### config.mk
export PLATFORM = sky130hd
export DESIGN_NAME = gridocc_addr
export DESIGN_NICKNAME = d
export VERILOG_FILES = /design/src/sv/assert_macros.svh /design/src/sv/gridocc_pkg.sv /design/src/sv/gridocc_addr.sv
export SDC_FILE = /design/constraint.sdc
export NUM_CORES = 1
export LEC_CHECK = 0
export BUFFER_PORTS_ARGS = -buffer_cell sky130_fd_sc_hd__buf_2
export CORE_MARGIN = 1
export CORE_UTILIZATION = 60
export DETAILED_ROUTE_END_ITERATION = 8
export GPL_TIMING_DRIVEN = 0
export PLACE_DENSITY = 0.85
export SLEW_MARGIN = 0
export SYNTH_ARGS = -nofsm -noshare
export SYNTH_HDL_FRONTEND = slang
export SYNTH_SLANG_ARGS = --single-unit
export TNS_END_PERCENT = 50
### constraint.sdc
create_clock -name vclk -period 10.85
set_clock_uncertainty 0.15 [all_clocks]
set_input_delay 0 -clock vclk [all_inputs]
set_output_delay 0 -clock vclk [all_outputs]
set_load 0.005 [all_outputs]
### src/sv/assert_macros.svh
// ----------------------------------------------------------------------------
// Assertion macros
// Shared concurrent assertion forms, clocked on the rising edge and disabled
// while the synchronous reset is asserted.
// ----------------------------------------------------------------------------
`ifndef ASSERT_MACROS_SVH
`define ASSERT_MACROS_SVH

// Same-cycle implication.
`define ASSERT_IMPLIES(label, clk, rst_n, ante, cons, msg) \
  label: assert property (@(posedge clk) disable iff (!rst_n) (ante) |-> (cons)) \
    else $error(msg);

// Next-cycle implication.
`define ASSERT_NEXT(label, clk, rst_n, ante, cons, msg) \
  label: assert property (@(posedge clk) disable iff (!rst_n) (ante) |=> (cons)) \
    else $error(msg);

`endif

### src/sv/gridocc_pkg.sv
// ----------------------------------------------------------------------------
// Grid occupancy package
// Types and codes shared by the grid occupancy store and its sub-modules.
// ----------------------------------------------------------------------------
`timescale 1ns / 1ps

package gridocc_pkg;

  localparam int COORD_W = 9;

  typedef logic [COORD_W-1:0] coord_t;

  typedef enum logic [2:0] {
    ACT_READ      = 3'd0,
    ACT_WRITE     = 3'd1,
    ACT_FILL      = 3'd2,
    ACT_FIND_ROW  = 3'd3,
    ACT_FIND_COL  = 3'd4,
    ACT_CLEAR     = 3'd5
  } action_t;

  localparam logic [1:0] ST_OK        = 2'd0;
  localparam logic [1:0] ST_RANGE     = 2'd1;
  localparam logic [1:0] ST_NOT_FOUND = 2'd2;

  localparam logic CFG_ROWS = 1'b0;

  typedef enum logic [2:0] {
    S_INIT,
    S_IDLE,
    S_CELL,
    S_RDWAIT,
    S_FILL,
    S_FIND,
    S_RESULT
  } state_t;

  typedef struct packed {
    logic we;
    logic re;
  } mem_ctrl_t;

endpackage

### src/sv/gridocc_addr.sv
// ----------------------------------------------------------------------------
// Grid address unit
// Shared multiply-add that maps a row and column to a row-major cell address.
// ----------------------------------------------------------------------------
`timescale 1ns / 1ps

module gridocc_addr #(
  parameter int AW = 12
) (
  input  gridocc_pkg::coord_t row,
  input  gridocc_pkg::coord_t col,
  input  gridocc_pkg::coord_t cols,
  output logic [AW-1:0]       addr
);

  localparam int PW = 2 * gridocc_pkg::COORD_W;

  logic [PW-1:0] prod;
  logic [PW-1:0] sum;

  assign prod = PW'(row) * PW'(cols);
  assign sum  = prod + PW'(col);
  assign addr = sum[AW-1:0];

endmodule

==> results_dict.tcl <==
set metrics [dict create \
    status "finished clean" \
    final_util_pct 69.85 \
    ctsResizeCount 0 \
    routedWlPerCell_um 12.56 \
    timing.hold.ws_ns 0.1373 \
    core-area_mm2 0.003337 \
    synth_nets 341 \
    ff_latch_area_um2 0 \
    ant_nets 0 \
    cp_max_fo 9 \
    synthTopCellsByArea "fa_1, ha_1, inv_1" \
    finalWeightedCongestion 0.8826 \
    port_buffers 35 \
    die_w_um 61.14 \
    vias 1638 \
    grt_max_degree 10 \
    yosysTopAreaCell "fa_1" \
    maxCapViolations 0 \
    critical_path_arrival_ns 4.41 \
    yosysUniqueCellTypes 25 \
    final_cell_area_mm2 0.002331 \
    ys_seq_area_share_pct 0 \
    die_area_mm2 0.003737 \
    syn_area_per_cell_um2 8.671 \
    pre_cts_slack_ns 6.270 \
    start_kind "input pin" \
    cp_slowest_cell "fa_1" \
    place_hpwl_um 3560 \
    start_util_pct 62.88 \
    post_cts_buffers 0 \
    design.seq.count 0 \
    ys_warn_count 0 \
    yosys-top-cells-count "inv_1, fa_1, nand2_1" \
    remaining_drc_errors 0 \
    setup_viol 0 \
    rows 21 \
    worstPathRequired_ns 10.70 \
    slowest_delay_ns 0.54 \
    yosysMostFrequentCell "inv_1" \
    die_y_um 61.14 \
    viasPerCell 5.071 \
    leakagePower_nw 1.301 \
    dpl.cell_count 323 \
    worst_pin_slew_ns 0.4599 \
    hold_class "in -> out" \
    grt_use_total_pct 25.04 \
    placed_cell_area_mm2 0.002331 \
    crit_family "adder cells" \
    maxSlewHeadroom_pct 69.34 \
    cp-end-kind "output port" \
    dr.pass1.iters 4 \
    final_nets 378 \
    power.density_mw_per_mm2 216.6 \
    syn_inst 242 \
    setup_tns_ns 0 \
    fmaxAchievable_ghz 0.2195 \
    antenna_found_initial 0 \
    rsz0062_at_grt "no" \
    syn_area_mm2 0.002098 \
    grt_pass1_wl_um 6948 \
    finalWirelength_um 4056 \
    n_antenna_cell 0 \
    period_share_pct 41.98 \
    hold_viol_final 0 \
    postCtsHoldBufs 0 \
    worstSetupPathType "in -> out" \
    area_growth_syn_to_layout_pct 11.09 \
    period_minus_slack_ns 4.555 \
    drtIter0Drc 29 \
    clkbuf_count 0 \
    crit_chain "clkbuf_1, nand2_1, fa_1, inv_1, fa_1, inv_1, fa_1, inv_1, fa_1, inv_1, fa_1, inv_1, ha_1, o21ai_0, nor2_1, a21oi_1, o21ai_0, xnor2_1, buf_2" \
    yosys.area.top_type_share_pct 40.07 \
    ioPinCount 39 \
    total_power_mw 0.5049 \
    drv_slew 0 \
    grt_pass1_vias 1736 \
    finalNonFillerCells 323 \
    overflow 0 \
    layout-drive-gt1-share_pct 15.52 \
    cp_num_buf_inv 7 \
    ir_drop_uv 136.9 \
    layout_setup_ws_ns 6.295 \
]
cell type report:
type               count  area, um2
multi-input cells    183       1872
repair buffers        35      175.2
fillers              282       1006
inverters             55      206.4
well taps             46      57.56
plain buffers          4      20.02
layer usage:
layer | global-route usage (%) | part of all wire [%] | vias to the layer above
met4 | 8.117 | 2.1 | 0
met3 | 1.050 | 2.8 | 10
met1 | 30.99 | 44 | 791
met5 | 0 | 0 | -
li1 | - | - | 791
met2 | 46.89 | 51 | 46
tightest hold or removal path, stage by stage:
cell and delay, ns:
buf_2 0.08, ha_1 0.11, buf_2 0.10
worst paths after layout:
kind | cells past startpoint | startpoint | slack [ns] | to
worst max-delay path | 19 | cols[2] | 6.29 | addr[11]
worst min-delay path | 3 | col[0] | 0.14 | addr[0]
cells by family after synthesis:
family | synth area share [%]
AOI/OAI and AO/OA | 4.651
xor gates and xnor gates | 9.362
adders and majority gates | 57.96
and+or+nand+nor | 17.23
buffers and inverters | 10.79
cells in the final DEF, fill, tap and decap left out, types with 2 or more instances in the layout:
master    instances
nand2_1          42
inv_1            55
fa_1             42
and2_2            4
o21ai_0           5
xnor2_1          14
nor2_1            3
buf_2            36
ha_1             30
xor2_1            4
and2_1           22
a21oi_1           5
clkbuf_1          2
a21o_1            2
report_power, final:
| part | internal (mW) | switching [mW] |
|---|---|---|
| Sequential | 0 | 0 |
| Combinational | 0.252 | 0.252 |
| Clock | 0 | 0 |
No activity file was read; power rests on OpenSTA's default activity.
